===== config.mk =====
export PLATFORM = sky130hd
export DESIGN_NAME = sttq_cell
export DESIGN_NICKNAME = d
export VERILOG_FILES = /design/src/hdl/sttq_pkg.sv /design/src/hdl/sttq_cell.sv
export SDC_FILE = /design/constraint.sdc
export NUM_CORES = 1
export LEC_CHECK = 0
export BUFFER_PORTS_ARGS = -buffer_cell sky130_fd_sc_hd__buf_2
export CAP_MARGIN = 15
export CORE_AREA = 2 2 176 178
export CTS_BUF_LIST = sky130_fd_sc_hd__clkbuf_16
export DETAILED_ROUTE_END_ITERATION = 10
export DIE_AREA = 0 0 178 180
export HOLD_SLACK_MARGIN = 0.1
export PLACE_DENSITY_LB_ADDON = 0.08
export SKIP_CTS_REPAIR_TIMING = 1
export SYNTH_ARGS = -nofsm -noshare
export SYNTH_HDL_FRONTEND = slang
export SYNTH_SLANG_ARGS = --single-unit
export TNS_END_PERCENT = 5

===== constraint.sdc =====
create_clock -name clk_i -period 8.85 [get_ports clk_i]
set_input_delay 0.4425 -clock clk_i [delete_from_list [all_inputs] [get_ports clk_i]]
set_output_delay 0.4425 -clock clk_i [all_outputs]
set_load 0.05 [all_outputs]

===== src/hdl/sttq_pkg.sv =====
package sttq_pkg;

  localparam int TableDepthDef = 256;
  localparam int MaxResults    = 64;

  // command modes
  localparam logic [1:0] ModeCreate = 2'd0;
  localparam logic [1:0] ModeDelete = 2'd1;
  localparam logic [1:0] ModeExpire = 2'd2;

  // result status codes
  localparam logic [2:0] StCreated  = 3'd0;
  localparam logic [2:0] StFull     = 3'd1;
  localparam logic [2:0] StDeleted  = 3'd2;
  localparam logic [2:0] StNotFound = 3'd3;
  localparam logic [2:0] StExpired  = 3'd4;
  localparam logic [2:0] StNoneDue  = 3'd5;

  // configuration register indexes
  localparam logic [3:0] RegMinDelay    = 4'd0;
  localparam logic [3:0] RegExpiryLimit = 4'd1;

  localparam logic [15:0] MinDelayRst    = 16'd1;
  localparam logic [6:0]  ExpiryLimitRst = 7'd10;
  localparam logic [6:0]  ExpiryLimitMax = 7'(MaxResults);

  // cell operations
  localparam logic [1:0] OpHold   = 2'd0;
  localparam logic [1:0] OpInsert = 2'd1;
  localparam logic [1:0] OpPop    = 2'd2;
  localparam logic [1:0] OpDelete = 2'd3;

  typedef struct packed {
    logic [1:0]  mode;
    logic [47:0] now_ms;
    logic [31:0] delay_ms;
    logic        one_shot;
    logic [31:0] target_id;
  } cmd_t;

  typedef struct packed {
    logic [2:0]  status;
    logic [31:0] result_id;
    logic        last;
  } res_t;

  typedef struct packed {
    logic [31:0] id;
    logic [47:0] target;
    logic [31:0] delay;
    logic        one_shot;
  } entry_t;

  typedef struct packed {
    logic [1:0] op;
    entry_t     bcast;
  } cell_ctrl_t;

  function automatic logic [47:0] sat_add(logic [47:0] a, logic [31:0] b);
    logic [48:0] s;
    s = {1'b0, a} + {17'd0, b};
    return s[48] ? '1 : s[47:0];
  endfunction

endpackage


===== src/hdl/sttq_cell.sv =====
module sttq_cell import sttq_pkg::*; (
  input  logic       clk_i,
  input  cell_ctrl_t ctrl_i,
  input  logic       valid_i,
  input  logic       lt_prev_i,
  input  logic       del_shift_i,
  input  entry_t     prev_i,
  input  entry_t     next_i,
  output entry_t     entry_o,
  output logic       lt_o,
  output logic       match_o
);

  entry_t entry_q, entry_d;

  assign lt_o    = valid_i && (entry_q.target < ctrl_i.bcast.target);
  assign match_o = valid_i && (entry_q.id == ctrl_i.bcast.id);
  assign entry_o = entry_q;

  always_comb begin
    entry_d = entry_q;
    case (ctrl_i.op)
      OpInsert: begin
        // keep earlier entries, take the new one at the boundary, shift the rest up
        if (!lt_o) begin
          entry_d = lt_prev_i ? ctrl_i.bcast : prev_i;
        end
      end
      OpPop:    entry_d = next_i;
      OpDelete: begin
        if (del_shift_i) begin
          entry_d = next_i;
        end
      end
      default:  entry_d = entry_q;
    endcase
  end

  always_ff @(posedge clk_i) begin
    entry_q <= entry_d;
  end

endmodule


==> run_results.csv <==
group,metric,value,unit
outcome,outcome,"completed",
flow_run,maxCapViolCount,0,
final_layout,final.fill_count,3227,
final_layout,regArea,3390,um2
final_layout,multiInputGateArea,3550,um2
grt,grt.total_usage,16.8,%
timing,rsz0062_at_grt,"false",
clocking,cts.reportedPaths.clkPinSlew,0.06,ns
synth,yosys.area.top_type,"edfxtp_1",
drt,drt_pass1_iterations,6,
grt,globalRouteMet1Util,18.4,%
timing,setup_tns,0,ns
grt,overflow,0,
drt,vias,6753,
synth,ys_seq_area_share,46.7,%
placement,gp_congestion,0.824,
synth,ys_seq_elements,113,
timing,slew_viol_final,0,
timing,finalHoldViolCount,0,
timing,min_period,4.04,ns
drt,wl_per_cell,17.6,um
floorplanning,num_rows,64,
timing,min_period_over_period,45.6,%
timing,finalClockSkew,0.0140,ns
hold_path,worstHoldPathType,"in2reg",
timing,setup_viol,0,
critical_path,path_max_fanout,52,
drt,route.detailed.drc,0,
grt,grt.busiest_layer,"met2",
drt,drt_iter0_markers,152,
synth,synth_cells,707,
synth,synth_cell_types,33,
timing,maxSlewHeadroom,35.2,%
synth,avgSynthCellArea,10.3,um2
synth,synth_top_area_share,46.7,%
timing,clock.fmax,248,MHz
pwr,total_power,0.00202,W
floorplanning,fp.dieW,178,um
grt,grt_max_degree,91,
floorplanning,die_y,180,um
clocking,insertion_delay,0.41,ns
synth,synth_fp_nets,1099,
placement,dp_hpwl,22.3,mm
placement,portBuffers,459,
final_layout,drive_gt1_share,43.1,%
final_layout,syn_to_final_growth,45.8,%
clocking,cts_tree,"done",
final_layout,layout.nets,1544,
grt,use_met3,5.71,%
pwr,irDropWorstVdd,0.101,mV
floorplanning,ios,460,
timing,tightest_slew,0.972,ns
clocking,cts-buffers-inserted,17,
drt,viasPerCell,4.32,
synth,synth_area,7270,um2
grt,grt_pass1_vias,7083,
drt,wl,27.6,mm
clocking,clockRootBuffer,"clkbuf_16",
critical_path,worst-setup-path-type,"reg2reg",
floorplanning,core-area,30200,um2
final_layout,largest_register_ffs,113,
critical_path,cp-end-kind,"register",
pwr,p_leak,5.24,nW
grt,grt_pass1_wl,40.4,mm
clocking,h-tree-depth,4,
drt,ant_nets,0,
grt,antenna_found_initial,6,
synth,synth_warnings,0,
pwr,cellPowerDensity,191,nW/um2
synth,synth.area.top_cells,"edfxtp_1, mux2i_1, ha_1",
clocking,clockBufferDepth,2,
clocking,clock-sinks,113,
critical_path,cp-start-kind,"register",
critical_path,cp.required,8.88,ns
grt,grtUsageMet2,30.7,%
floorplanning,initial_core_util,24.1,%
floorplanning,dieArea,32000,um2
critical_path,arrival,4.07,ns
==> area by class of cell <==
cell class / count / share of cell area, %
Tap cell: 396 / 4.67
Multi-Input combinational cell: 506 / 33.5
Clock buffer: 17 / 4.01
Clock inverter: 15 / 1.82
Sequential cell: 113 / 32.0
Timing Repair Buffer: 464 / 22.1
Antenna cell: 4 / 0.0944
Inverter: 50 / 1.77
==> logic make-up after synthesis <==
| kind of cell | after synthesis | synth area share [%] |
|---|---|---|
| compound gates | 153 | 11.1 |
| xor+xnor | 32 | 3.85 |
| fa+ha+maj | 47 | 8.09 |
| buf+inv | 88 | 4.75 |
| flops | 113 | 46.7 |
| mux | 113 | 15.6 |
| simple gates | 161 | 10.0 |
==> cells in the mapped netlist (all sizes together) <==
cell	number
nand3	5
a32oi	1
a21oi	19
xor2	4
o21ai	122
nand2	126
nand4	13
ha	47
a211oi	2
buf	12
nor3	2
a21o	3
clkbuf	26
inv	50
and4	3
o21a	1
nand3b	1
edfxtp	113
o32a	1
nor2	3
nand2b	2
nor4	5
a31oi	2
and2	1
mux2i	113
xnor2	28
a2111oi	1
a221oi	1
==> critical path: stages, from the launching register on <==
cell	delay, ns
edfxtp_1	0.39
ha_1	0.34
nand4_2	0.19
nor4_4	0.44
nand2_2	0.08
nor4_2	0.13
a32oi_1	0.13
a31oi_4	0.50
buf_4	0.64
buf_4	0.69
==> path summary, 6_finish.rpt <==
path / slack [ns] / depth (start not counted) / from / to
max: 4.81 / 9 / entry_o[76] / entry_o[65]
min: 0.31 / 3 / next_i[7] / entry_o[7]
max reg2reg: 4.81 / 9 / entry_o[76] / entry_o[65]
min reg2reg: 1.41 / 5 / entry_o[64] / entry_o[62]
==> routing by layer <==
metal | routed length, um | vias up
met5 | 39 | -
met4 | 463 | 6
met3 | 2330 | 29
met2 | 13900 | 272
met1 | 10800 | 2998
li1 | - | 3448
==> report_power, final <==
group | switching [W] | internal [W]
sequential | 0.0000316 | 0.000671
clock | 0.000260 | 0.000470
combinational | 0.000405 | 0.000184
==> cells in the final DEF, fill, tap and decap left out, types with 10 or more instances in the layout <==
| cell type | Yosys | layout |
|---|---|---|
| o21ai_0 | 52 | 52 |
| mux2i_1 | 113 | 113 |
| nand4_1 | 10 | 10 |
| a21oi_1 | 19 | 19 |
| xnor2_1 | 28 | 28 |
| nand2_1 | 125 | 125 |
| ha_1 | 47 | 47 |
| inv_1 | 50 | 52 |
| o21ai_1 | 70 | 70 |
| edfxtp_1 | 113 | 113 |
| buf_2 | 12 | 457 |
| clkbuf_16 | 0 | 17 |
==> stage by stage <==
step / setup slack [ns] / util, % / hold WS [ns] / cell area [um2] / cells
5_1_grt: 4.51 / 35.1 / 0.311 / 10600 / 1563
4_1_cts: 4.74 / 35.1 / 0.286 / 10600 / 1561
6_report: 4.81 / 35.1 / 0.312 / 10600 / 1565
3_3_place_gp: 4.61 / 33.0 / 0.724 / 9970 / 1529
2_1_floorplan: 0.443 / - / 0.634 / 7270 / 707
3_5_place_dp: 4.57 / 33.0 / 0.727 / 9970 / 1529
Note: power is estimated with default switching activity, not from simulation.
